<file path="config.mk">
export PLATFORM = sky130hd
export DESIGN_NAME = pbf_front
export DESIGN_NICKNAME = d
export VERILOG_FILES = /design/src/hw/rtl/pbf_pkg.sv /design/src/hw/rtl/pbf_front.sv
export SDC_FILE = /design/constraint.sdc
export NUM_CORES = 1
export LEC_CHECK = 0
export ABC_AREA = 0
export BUFFER_PORTS_ARGS = -buffer_cell sky130_fd_sc_hd__buf_2
export CAP_MARGIN = 5
export CORE_UTILIZATION = 45
export DETAILED_ROUTE_END_ITERATION = 6
export HOLD_SLACK_MARGIN = 0.02
export PLACE_DENSITY = 0.73
export SLEW_MARGIN = 30
export SYNTH_ARGS = -nofsm -noshare
export SYNTH_HDL_FRONTEND = slang
export SYNTH_SLANG_ARGS = --single-unit
</file>
<file path="constraint.sdc">
create_clock -name i_clk -period 1.9 [get_ports i_clk]
set_input_delay 0.19 -clock i_clk [delete_from_list [all_inputs] [get_ports i_clk]]
set_output_delay 0.19 -clock i_clk [all_outputs]
set_load 0.01 [all_outputs]
</file>
<file path="src/hw/rtl/pbf_pkg.sv">
package pbf_pkg;

    // Table geometry
    localparam int TABLE_DEPTH   = 256;
    localparam int ADDR_W        = (TABLE_DEPTH > 1) ? $clog2(TABLE_DEPTH) : 1;
    localparam int CNT_W         = $clog2(TABLE_DEPTH + 1);

    // Field widths
    localparam int CMD_W         = 3;
    localparam int PID_W         = 32;
    localparam int KIND_W        = 2;
    localparam int ENTRY_COUNT_W = 9;

    // Command codes
    localparam logic [CMD_W-1:0] CMD_CHECK   = 3'd0;
    localparam logic [CMD_W-1:0] CMD_BLOCK   = 3'd1;
    localparam logic [CMD_W-1:0] CMD_UNBLOCK = 3'd2;
    localparam logic [CMD_W-1:0] CMD_CLEAR   = 3'd3;

    // Operation kind that is never relevant for a check
    localparam logic [KIND_W-1:0] KIND_OTHER = 2'd3;

    // Result status codes
    localparam logic STATUS_OK      = 1'b0;
    localparam logic STATUS_INVALID = 1'b1;

    // Classified operation
    typedef enum logic [2:0] {
        OP_CHECK,
        OP_BLOCK,
        OP_UNBLOCK,
        OP_CLEAR,
        OP_INVALID
    } t_op;

    // Item as it travels from front to back
    typedef struct packed {
        t_op              op;
        logic             relevant;
        logic [PID_W-1:0] pid;
    } t_item;

    // Back-end sequencer states
    typedef enum logic [1:0] {
        ST_IDLE,
        ST_SCAN,
        ST_MOVE_RD,
        ST_MOVE_WR
    } t_state;

endpackage

</file>
<file path="src/hw/rtl/pbf_front.sv">
module pbf_front (
    input  logic                       i_clk,
    input  logic                       i_rst_n,
    input  logic                       i_start,
    input  logic [pbf_pkg::CMD_W-1:0]  i_command,
    input  logic [pbf_pkg::PID_W-1:0]  i_pid,
    input  logic [pbf_pkg::KIND_W-1:0] i_operation_kind,
    output logic                       o_busy,
    output logic                       o_valid,
    output pbf_pkg::t_item             o_item,
    input  logic                       i_pop
);

    import pbf_pkg::*;

    t_item      w_item;
    t_item      r_q [2];
    logic       r_wptr;
    logic       r_rptr;
    logic [1:0] r_fill;
    logic       w_push;

    // Classify the incoming command
    always_comb begin
        w_item.pid      = i_pid;
        w_item.relevant = (i_operation_kind != KIND_OTHER);
        case (i_command)
            CMD_CHECK:   w_item.op = OP_CHECK;
            CMD_BLOCK:   w_item.op = OP_BLOCK;
            CMD_UNBLOCK: w_item.op = OP_UNBLOCK;
            CMD_CLEAR:   w_item.op = OP_CLEAR;
            default:     w_item.op = OP_INVALID;
        endcase
    end

    assign o_busy  = (r_fill == 2'd2);
    assign w_push  = i_start && !o_busy;
    assign o_valid = (r_fill != 2'd0);
    assign o_item  = r_q[r_rptr];

    // Two-entry queue toward the back end
    always_ff @(posedge i_clk) begin
        if (w_push) begin
            r_q[r_wptr] <= w_item;
        end
        if (!i_rst_n) begin
            r_wptr <= 1'b0;
            r_rptr <= 1'b0;
            r_fill <= 2'd0;
        end else begin
            if (w_push) begin
                r_wptr <= !r_wptr;
            end
            if (i_pop) begin
                r_rptr <= !r_rptr;
            end
            case ({w_push, i_pop})
                2'b10:   r_fill <= r_fill + 2'd1;
                2'b01:   r_fill <= r_fill - 2'd1;
                default: r_fill <= r_fill;
            endcase
        end
    end

endmodule

</file>
# Yosys cells after proc, flatten, opt, wreduce, memory -nomap -nowiden

Memory sizes are Yosys's and may differ from the RTL's. A register that Yosys moved wholly into a read port is not among the register bits.
Cells that the tools add are included.

Register bits: 4
RAM bits: 72
Input bits: 41
Output and inout port bits: 38
Memories kept: 1

Add/sub/neg operators: 2
Equality and inequality tests: 7
Multiplexer cells: 6
Reductions and logical operators: 7

Memories:

| memory | words | width | read ports | clocked after memory_dff | write ports | RTL line        | RTL |
|---|---|---|---|---|---|---|---|
| r_q    | 2     | 36    | 1          | 1                        | 1           | pbf_front.sv:17 | `t_item r_q [2];` |

Operators with widths:

| kind                                                | count |
|---|---|
| one-hot mux 3 bit (4 select lines)                  | 1 |
| equality test 3 x 2 -> 1 bit, second input constant | 2 |
| equality test 2 bit, second input constant          | 2 |
| two-way mux 1 bit                                   | 4 |
| one-hot mux 2 bit (2 select lines)                  | 1 |
| nonzero test 2 bit                                  | 2 |
| equality test 3 x 1 -> 1 bit, second input constant | 1 |
| zero test 1 bit                                     | 3 |
| zero test 3 bit                                     | 1 |
| adder 2 x 1 -> 2 bit, second input constant         | 1 |
| equality test 2 x 1 -> 1 bit, second input constant | 1 |
| != test 2 bit, second input constant                | 1 |
| subtractor 2 x 1 -> 2 bit, second input constant    | 1 |
| logical AND 1 bit                                   | 1 |

# Logic depth before layout (Yosys ltp)

Gate-level depths: netlist of the first run.

Word-level depth: 5
Mapped depth: 6

# Least setup slack after synthesis of the first run

OpenSTA, ideal clock, no wires.

Kind: register -> register
From: register r_fill[0]
To: memory r_q[0][0] (netlist name) (enable)
Arrival: 1605 ps
Data required time: 1509 ps
Path slack: -95 ps
Stages on the path, launching flop included: 5
Path buffers: 0
Period minus slack after synthesis: 1995 ps
Cell sequence: dfxtp_1 > nand2b_2 > inv_2 > or3_1 > inv_1

Longest elaborated chain between the ends: 5

Ends and longest elaborated chain:

| element                                 | RTL line        | RTL |
|---|---|---|
| start, declared                         | pbf_front.sv:20 | `logic [1:0] r_fill;` |
| start signal, assigned                  | pbf_front.sv:58 | `2'b10: r_fill <= r_fill + 2'd1;` |
| start signal, assigned                  | pbf_front.sv:59 | `2'b01: r_fill <= r_fill - 2'd1;` |
| start signal, assigned                  | pbf_front.sv:60 | `default: r_fill <= r_fill;` |
| equality test 2 bit                     | pbf_front.sv:36 | `assign o_busy = (r_fill == 2'd2);` |
| net o_busy                              | pbf_front.sv:8  | `output logic o_busy,` |
| zero test 1 bit                         | pbf_front.sv:37 | `assign w_push = i_start && !o_busy;` |
| logical AND 1 bit                       | pbf_front.sv:37 |  |
| two-way mux 1 bit                       | pbf_front.sv:43 | `if (w_push) begin` |
| two-way mux 1 bit (not written as such) | pbf_front.sv:44 | `r_q[r_wptr] <= w_item;` |
| end, declared                           | pbf_front.sv:17 |  |

The timed path passes the listed nets, and every way through them passes these cells.

# Worst setup path in the final report of the first run

From: register r_fill[0]
To: memory r_q[0][14] (netlist name) (enable)

Longest elaborated chain between the ends: 5

Ends and longest elaborated chain:

| element                                 | RTL line |
|---|---|
| equality test 2 bit                     | pbf_front.sv:36 |
| zero test 1 bit                         | pbf_front.sv:37 |
| logical AND 1 bit                       | pbf_front.sv:37 |
| two-way mux 1 bit                       | pbf_front.sv:43 |
| two-way mux 1 bit (not written as such) | pbf_front.sv:44 |

No other way between the ends.

==> results of run 1 <==
==> power by group through the flow <==
stage	logic, mW	clock network, mW	registers [mW]
2_1_floorplan	0.332	0	2.10
3_3_place_gp	0.578	0	2.10
3_5_place_dp	0.586	0	2.11
4_1_cts	0.591	1.02	2.07
5_1_grt	0.630	1.07	2.08
6_report	0.574	0.982	2.07
==> critical path: cells and delay by family (launching register included) <==
family                 cells  cell delay, ns
buffers and inverters      3            0.42
flip-flops                 1            0.38
AND/OR/NAND/NOR            2            0.53
==> layout make-up <==
type	count	area share
Tap cell	75	0.0265
Inverter	3	0.00424
Clock buffer	10	0.0360
Clock inverter	6	0.00847
Multi-Input combinational cell	56	0.153
Sequential cell	77	0.639
Timing Repair Buffer	82	0.133
==> metrics by stage <==
| stage | area [sq um] | util | cells | setup slack, ns | total power [mW] |
|---|---|---|---|---|---|
| 2_1_floorplan | 2840 | - | 141 | 0.0568 | 2.43 |
| 3_3_place_gp | 3390 | 0.565 | 293 | 0.325 | 2.68 |
| 3_5_place_dp | 3390 | 0.565 | 293 | 0.268 | 2.70 |
| 4_1_cts | 3540 | 0.591 | 309 | 0.254 | 3.69 |
| 5_1_grt | 3540 | 0.591 | 309 | 0.179 | 3.79 |
| 6_report | 3540 | 0.591 | 309 | 0.276 | 3.63 |
==> flip-flops by register name, indices dropped and copies added, names as in the netlist, named ones only <==
name    count
r_fill      2
r_q        72
r_rptr      1
r_wptr      1
==> cell families after synthesis <==
| group | Yosys count |
|---|---|
| flops | 77 |
| mux | 36 |
| simple gates | 12 |
| buf+inv | 8 |
| compound gates | 4 |
| xor+xnor | 3 |
| fa+ha+maj | 1 |
==> routing by layer <==
metal  vias to the layer above  global-route usage  share of wire
li1                        715                   -              -
met1                       692               0.153           0.41
met2                        53               0.241           0.50
met3                         8              0.0467          0.074
met4                         0              0.0804          0.015
met5                         -                   0              0
==> placed cells by master, fill, tap and decap left out, types with 2 or more instances in the layout <==
cell,instances
a21boi_1,2
or3_1,2
clkinvlp_4,2
nor2b_1,2
buf_12,4
edfxtp_1,72
xnor2_1,2
buf_2,78
clkbuf_8,9
mux2_2,36
clkinv_2,3
o21ai_0,2
clkinv_1,2
nand2_1,2
dfxtp_1,4
and2_1,3
==> worst min-delay path by stage <==
| stage | to | slack [ns] | depth (start not counted) |
|---|---|---|---|
| floorplan | r_q[0][0] | 0.29 | 0 |
| global placement | r_q[0][10] | 0.38 | 1 |
| detailed placement | r_q[1][10] | 0.38 | 1 |
| CTS | r_q[1][10] | 0.03 | 1 |
| global route | r_q[1][10] | 0.03 | 1 |
| finish | r_q[1][2] | 0.05 | 1 |
==> metrics, run 1 <==
outcome=completed; PwrDens=1020 nW/um^2; Via Count=approximately 1500; Die Y-Extent=around 80 um; drt via density=around 4.8; setup_tns=0 ns; DRT Pass-1 Iters=4; largest net degree at the start of global routing=37; mux contribution to synthesized area=0.143; GR Overflow Total=0; sw power=0.853 mW; asr flop ratio synth=0; Post-synth EDFFs=72; synth top area cells=edfxtp_1, mux2_2, dfxtp_1, buf_2, and2_1; CP Capture Type=flip-flop; Peak VDD IR=617 uV; internal power=2.78 mW; Yosys warning count=0; area delta synth->final=24.8%; cts bufs inserted=9; Post-DP HPWL=just over 3000 um; post-synthesis sequential area ratio=0.797; Critical Path Max Stage Delay=about 0.38 ns; share of power burned in registers=0.571; clock power share=0.271; Crit Path Class=flip-flop to flip-flop; worst path cell trace=nand2b_2 -> inv_2 -> or3_1 -> clkinvlp_4 -> buf_12; switching share of total power=0.235; relative slew slack=0.860; Hold Slack=0.0517 ns; RSZ-0062 raised after global routing=no; library cells used by synthesis=19; Post-CTS Resized=0; clk_skew=0.00483 ns; synthesized area=2840 sq um; Logic pwr share=0.158; hold wc startpoint=i_pid[2]; CTS sink count=77; max-cap violation count=0; GRT Total Usage=0.141; vias in the first global route=approximately 1500; first-pass GRT wire length=6630 um; minimum clock period=1.62 ns; worst r2r path cells=5; Slew @ Worst Pin=0.209 ns; Core Rows=28; Worst Path Max Fanout=16; I/O Buffers=78; Final Setup Violations=0; TritonCTS clock tree=done; antenna violations before repair=0; Worst R2R Start=r_fill[0]; top-count cell post-synth=edfxtp_1; io pins=79; initial core utilization=0.474; Leak=around 1.3 nW; H-Tree Level Count=3; Hold WC Path Type=primary input to flip-flop; diodes inserted=0; Root Driver=clkbuf_8; XOR/XNOR Fraction of Synth Area=0.00926; DRC viols=0; largest family of logic cells by synthesized area=multiplexers; Final GP Congestion=0.695; Post-Synth Simple-Gate Area=0.0256; area of the multi-input gates=543 sq um; Synth Net Count=approximately 180; routed len/inst=approximately 15 um; Fin. Hold Viols=0; achievable frequency=around 600 MHz; # fillers=467; setup bufs post-CTS=0; cts hold-fix bufs=0; Critical Path Source=r_fill[0]; Main synth FF type=edfxtp_1; 1st-iter DRT viols=87; area of the core=approximately 6000 sq um; Worst R2R Setup Slack=0.28 ns; Seq. cell area=2260 sq um; Mean Syn Cell Area=20.1 sq um; end of the worst register-to-register path=r_q[0][14]; Synth Area in Adders=0.00441; top cells by count, synth=edfxtp_1, mux2_2, dfxtp_1; crit path DAT=about 1.7 ns; Worst-Skew Late Latency=0.33 ns; Critical Path Start Type=flip-flop; Final nets=271; Seq cells post-synth=77; final WL=4490 um; layout cells sized above 1=0.585; period utilisation layout=0.855; Final Slew Violations=0; Synth Instances=141; Synth top area share=0.762; CP endpoint=r_q[0][14]; Max Buffers Root-to-Sink=2; die area=6630 sq um; antenna viol nets, final=0; crit path max-delay cell type=dfxtp_1; Synth Area in Compound Gates=0.00881; CP required=slightly below 2 ns; die width=81.4 um; largest area contributor in the netlist=edfxtp_1; register clock-pin slew on the reported worst setup and hold paths=0.07 ns
No activity file was read; power rests on OpenSTA's default activity.
==> inputs of run 2 (changes only) <==
--- a/config.mk
+++ b/config.mk
@@ -11,7 +11,7 @@
 export CORE_UTILIZATION = 45
 export DETAILED_ROUTE_END_ITERATION = 6
 export HOLD_SLACK_MARGIN = 0.02
-export PLACE_DENSITY = 0.73
+export PLACE_DENSITY = 0.7
 export SLEW_MARGIN = 30
 export SYNTH_ARGS = -nofsm -noshare
 export SYNTH_HDL_FRONTEND = slang
==> constraint.sdc (replaced) <==
create_clock -name i_clk -period 2.1 [get_ports i_clk]
set_input_delay 0.21 -clock i_clk [delete_from_list [all_inputs] [get_ports i_clk]]
set_output_delay 0.21 -clock i_clk [all_outputs]
set_load 0.01 [all_outputs]
==> metrics, run 2 (same netlist as run 1, synthesis figures left out) <==
outcome=completed; Worst-Skew Late Latency=0.34 ns (about the same); area delta synth->final=24.8% (about the same); max reg flops=72 (unchanged); H-Tree Level Count=3 (unchanged); Leak=1.35 nW (+0.64%); worst path cell trace=buf_12 -> mux2_2 -> buf_2; worst r2r path cells=5 (unchanged); Critical Path Start Type=flip-flop; utilization after layout=0.591 (about the same); cts bufs inserted=9 (unchanged); TritonCTS clock tree=done; io pins=79 (unchanged); drt via density=4.79 (+0.76%); Post-CTS Resized=0 (unchanged); area of the multi-input gates=543 sq um (unchanged); Largest Register=r_q; Worst Path Max Fanout=36 (+20); Worst R2R Setup Slack=0.50 ns (+0.22 ns); end of the worst register-to-register path=r_q[0][8]; layout cells sized above 1=0.591 (+0.00602); Die Y-Extent=81.4 um (unchanged); routed len/inst=14.7 um (+0.76%); Crit Path Class=flip-flop to primary output; antenna viol nets, final=0 (unchanged); DRT Pass-1 Iters=3 (-1); commonest non-fill, non-tap cells in the layout=buf_2, edfxtp_1, mux2_2; cts hold-fix bufs=0 (unchanged); die width=81.4 um (unchanged); commonest non-fill, non-tap cell in the layout=buf_2; Post-DP HPWL=3030 um (-0.82%); CP endpoint=o_item[34]; buffers plus inverters on the worst setup path=2 (-1); CP Capture Type=primary output; achievable frequency=608 MHz; Fin. Hold Viols=0 (unchanged); Worst path top cell family by delay=multiplexers; initial core utilization=0.474 (unchanged); diodes inserted=0 (unchanged); period utilisation layout=0.784; setup_tns=0 ns (unchanged); DP Worst Slack=0.511 ns (+0.244 ns); vias in the first global route=1440 (-0.96%); Via Count=1484 (+1.1%); # fillers=472 (+1.1%); Root Driver=clkbuf_8; crit path max-delay cell type=mux2_2; Hold Slack=0.0568 ns (+0.00505 ns); Final Slew Violations=0 (unchanged); I/O Buffers=78 (unchanged); setup bufs post-CTS=0 (unchanged); Core Rows=28 (unchanged); Final Setup Violations=0 (unchanged); design area=3540 sq um (about the same); Hold WC Path Type=primary input to flip-flop; largest net degree at the start of global routing=37 (unchanged); first-pass GRT wire length=6920 um (+4.4%); GR Overflow Total=0 (unchanged); register clock-pin slew on the reported worst setup and hold paths=0.08 ns (about the same); Worst R2R Start=r_fill[0]; Critical Path Max Stage Delay=0.37 ns (about the same); Peak VDD IR=574 uV (-6.9%); GRT Total Usage=0.147 (+0.00588); CTS sink count=77 (unchanged); Max Buffers Root-to-Sink=2 (unchanged); placed inst area=3350 sq um (-1.0%); crit path DAT=1.44 ns (-0.22 ns); Final nets=272 (+0.37%); Final GP Congestion=0.717 (+3.1%); area of the core=5990 sq um (unchanged); biggest regs=r_q x72, r_fill x2; antenna violations before repair=0 (unchanged); CP Depth=3 (-2); max-cap violation count=0 (unchanged); PwrDens=966 nW/um^2 (-5.6%); DRC viols=0 (unchanged); RSZ-0062 raised after global routing=no; die area=6630 sq um (unchanged); CP required=1.89 ns (-0.05 ns); final WL=4540 um (+1.1%); Seq. cell area=2260 sq um (unchanged); clk_skew=0.00930 ns (+0.00447 ns); Slew @ Worst Pin=0.301 ns (+0.0918 ns); minimum clock period=1.65 ns; 1st-iter DRT viols=68 (-22%); Final WS setup=0.455 ns (+0.179 ns); relative slew slack=0.799 (-0.0612)
-- run 2: routing by layer --
layer / up-vias / share of wire / GRT usage
met5: - / 0 / 0
met4: 0 / 0.016 / 0.0696
met3: 8 / 0.074 / 0.0467
met2: 55 / 0.48 / 0.237
met1: 700 / 0.43 / 0.180
li1: 721 / - / -
-- run 2: how the worst min path moves through the flow --
stage | to | slack [ns] | cells after the start | from
finish | r_q[1][16] | 0.06 | 1 | i_pid[16]
global route | r_q[1][19] | 0.04 | 1 | i_pid[19]
CTS | r_q[1][19] | 0.04 | 1 | i_pid[19]
detailed placement | r_q[1][25] | 0.40 | 1 | i_pid[25]
global placement | r_q[0][1] | 0.40 | 1 | i_pid[1]
floorplan | r_q[0][0] | 0.31 | 0 | i_pid[0]
-- run 2: power breakdown --
group	internal, mW	total (mW)	switching, mW
clock	0.540	1.05	0.512
combinational	0.239	0.496	0.257
sequential	1.84	1.87	0.0364
-- run 2: layout make-up --
cell class	count	area share
sequential	77	0.639
multi-input combinational	56	0.153
timing repair buffer	83	0.124
clock buffer	9	0.0350
tap	75	0.0265
clock inverter	7	0.0187
inverter	3	0.00318
-- run 2: per-stage QoR --
step                      std cells  power (mW)
final                           310        3.42
after global routing            310        3.58
after CTS                       310        3.46
after detailed placement        294        2.41
after global placement          294        2.40
after floorplan                 141        2.20
-- run 2: worst reg2reg max path, delay by kind of cell (launching register included) --
family	cells	cell delay, ns
and+or+nand+nor	2	0.49
DFF	1	0.40
buffers and inverters	3	0.38
==> inputs of run 3 (changes only) <==
==> constraint.sdc (replaced) <==
create_clock -name i_clk -period 1.6 [get_ports i_clk]
set_input_delay 0.16 -clock i_clk [delete_from_list [all_inputs] [get_ports i_clk]]
set_output_delay 0.16 -clock i_clk [all_outputs]
set_load 0.01 [all_outputs]
==> metrics, run 3 (same netlist as run 1, synthesis figures left out) <==
outcome=completed; diodes inserted=0 (unchanged); Final GP Congestion=0.695 (-3.0%); Worst R2R Setup Slack=0.06 ns (-0.44 ns); Tot Pwr=4.60 mW (+34%); Hold WC Path Type=primary input to flip-flop; routed len/inst=14.6 um (-0.23%); I/O Buffers=78 (unchanged); vias in the first global route=1625 (+13%); Worst path top cell family by delay=flip-flops; RSZ-0062 raised after global routing=yes; commonest non-fill, non-tap cells in the layout=buf_2, edfxtp_1, mux2_2; Worst R2R Start=r_fill[0]; TritonCTS clock tree=done; area of the multi-input gates=553 sq um (+1.8%); H-Tree Level Count=3 (unchanged); max reg flops=72 (unchanged); Layout Cells excl Fill=345 (+11%); Max Buffers Root-to-Sink=2 (unchanged); PwrDens=1160 nW/um^2 (+20%); io pins=79 (unchanged); worst r2r path cells=5 (unchanged); Via Count=1622 (+9.3%); Critical Path Start Type=flip-flop; CP Capture Type=primary output; setup_tns=0 ns (unchanged); Worst-Skew Late Latency=0.33 ns (about the same); Die Y-Extent=81.4 um (unchanged); DRC viols=0 (unchanged); clk_skew=0.00573 ns (-0.00357 ns); antenna violations before repair=0 (unchanged); crit path DAT=1.39 ns (-0.05 ns); final WL=5040 um (+11%); placed inst area=3430 sq um (+2.2%); relative slew slack=0.878 (+0.0783); Largest Register=r_q; Final WS setup=0.0480 ns (-0.407 ns); GR Overflow Total=0 (unchanged); DP Worst Slack=0.0759 ns (-0.435 ns); Root Driver=clkbuf_8; Slew @ Worst Pin=0.182 ns (-0.119 ns); biggest regs=r_q x72, r_fill x2; Post-DP HPWL=3060 um (+0.69%); CTS sink count=77 (unchanged); commonest non-fill, non-tap cell in the layout=buf_2; drt via density=4.70 (-1.8%); first-pass GRT wire length=7420 um (+7.3%); Final Slew Violations=0 (unchanged); end of the worst register-to-register path=r_q[0][4]; Final nets=307 (+13%); Worst Path Max Fanout=9 (-75%); crit path max-delay cell type=dfxtp_4; largest net degree at the start of global routing=23 (-38%); cts bufs inserted=9 (unchanged); die width=81.4 um (unchanged); Final Setup Violations=0 (unchanged); 1st-iter DRT viols=69 (+1.5%); Min-Delay Endpoint=r_q[0][35]; initial core utilization=0.474 (unchanged); design area=3970 sq um (+12%); minimum clock period=1.55 ns; Core Rows=28 (unchanged); register clock-pin slew on the reported worst setup and hold paths=0.07 ns (about the same); die area=6630 sq um (unchanged); Crit Path Class=flip-flop to primary output; Peak VDD IR=780 uV (+36%); buffers plus inverters on the worst setup path=2 (unchanged); worst path cell trace=clkbuf_16 -> mux2_2 -> buf_2; area delta synth->final=39.7%; Seq. cell area=2270 sq um (+0.17%); # fillers=421 (-11%); CP required=1.44 ns (-0.45 ns); Critical Path Max Stage Delay=0.41 ns (+0.04 ns); hold path depth=1 (unchanged); antenna viol nets, final=0 (unchanged); GRT Total Usage=0.162 (+0.0153); Leak=1.52 nW (+12%); Fin. Hold Viols=0 (unchanged); period utilisation layout=0.970; DP Cell Count=295 (+0.34%); area of the core=5990 sq um (unchanged); max-cap violation count=0 (unchanged); DRT Pass-1 Iters=4 (+1); achievable frequency=644 MHz; hold wc startpoint=i_command[2]; layout cells sized above 1=0.519 (-0.0730)
run 3: timing repair:
| item | 4_1_cts | 5_1_grt |
|---|---|---|
| gates resized for setup | 1 | 1 |
| hold endpoints to repair | 62 | 2 |
| cloned | 0 | 1 |
| endpoints found under the setup margin | 31 | 3 |
| pin swaps | 0 | 0 |
| setup buffers | 1 | 0 |
| hold buffers | 31 | 1 |
run 3: worst max-delay path by stage:
| stage | startpoint | to | cells after the start |
|---|---|---|---|
| 2_1_floorplan | r_fill[0] | r_q[0][0] | 4 |
| 3_3_place_gp | r_fill[0] | r_q[0][11] | 5 |
| 3_5_place_dp | r_fill[0] | r_q[0][11] | 5 |
| 4_1_cts | flip-flop | o_item[10] | 3 |
| 5_1_grt | flip-flop | o_item[15] | 3 |
| 6_report | flip-flop | o_item[22] | 3 |
run 3: where the power goes:
group	switching (mW)	internal, mW	leakage, nW
combinational	0.366	0.428	0.717
sequential	0.0570	2.41	0.715
clock	0.613	0.720	0.0863
total	1.04	3.56	1.52
run 3: final cells by class:
| type | count | share of cell area |
|---|---|---|
| clock inverters | 2 | 0.00852 |
| clock buffers | 14 | 0.0360 |
| multi-input cells | 56 | 0.139 |
| inverters | 3 | 0.00442 |
| well taps | 75 | 0.0237 |
| flip-flops and latches | 77 | 0.572 |
| repair buffers | 118 | 0.216 |
run 3: metrics by stage:
| stage | hold WS (ns) | utilization |
|---|---|---|
| 2_1_floorplan | 0.259 | - |
| 3_3_place_gp | 0.349 | 0.572 |
| 3_5_place_dp | 0.351 | 0.572 |
| 4_1_cts | 0.0229 | 0.655 |
| 5_1_grt | 0.0376 | 0.662 |
| 6_report | 0.0467 | 0.662 |
run 3: routing by layer:
layer,GRT usage,vias up,routed length (um)
met4,0.107,0,78
met2,0.266,62,2460
met1,0.176,766,2170
li1,-,787,-
met5,0,-,0
met3,0.0600,7,343
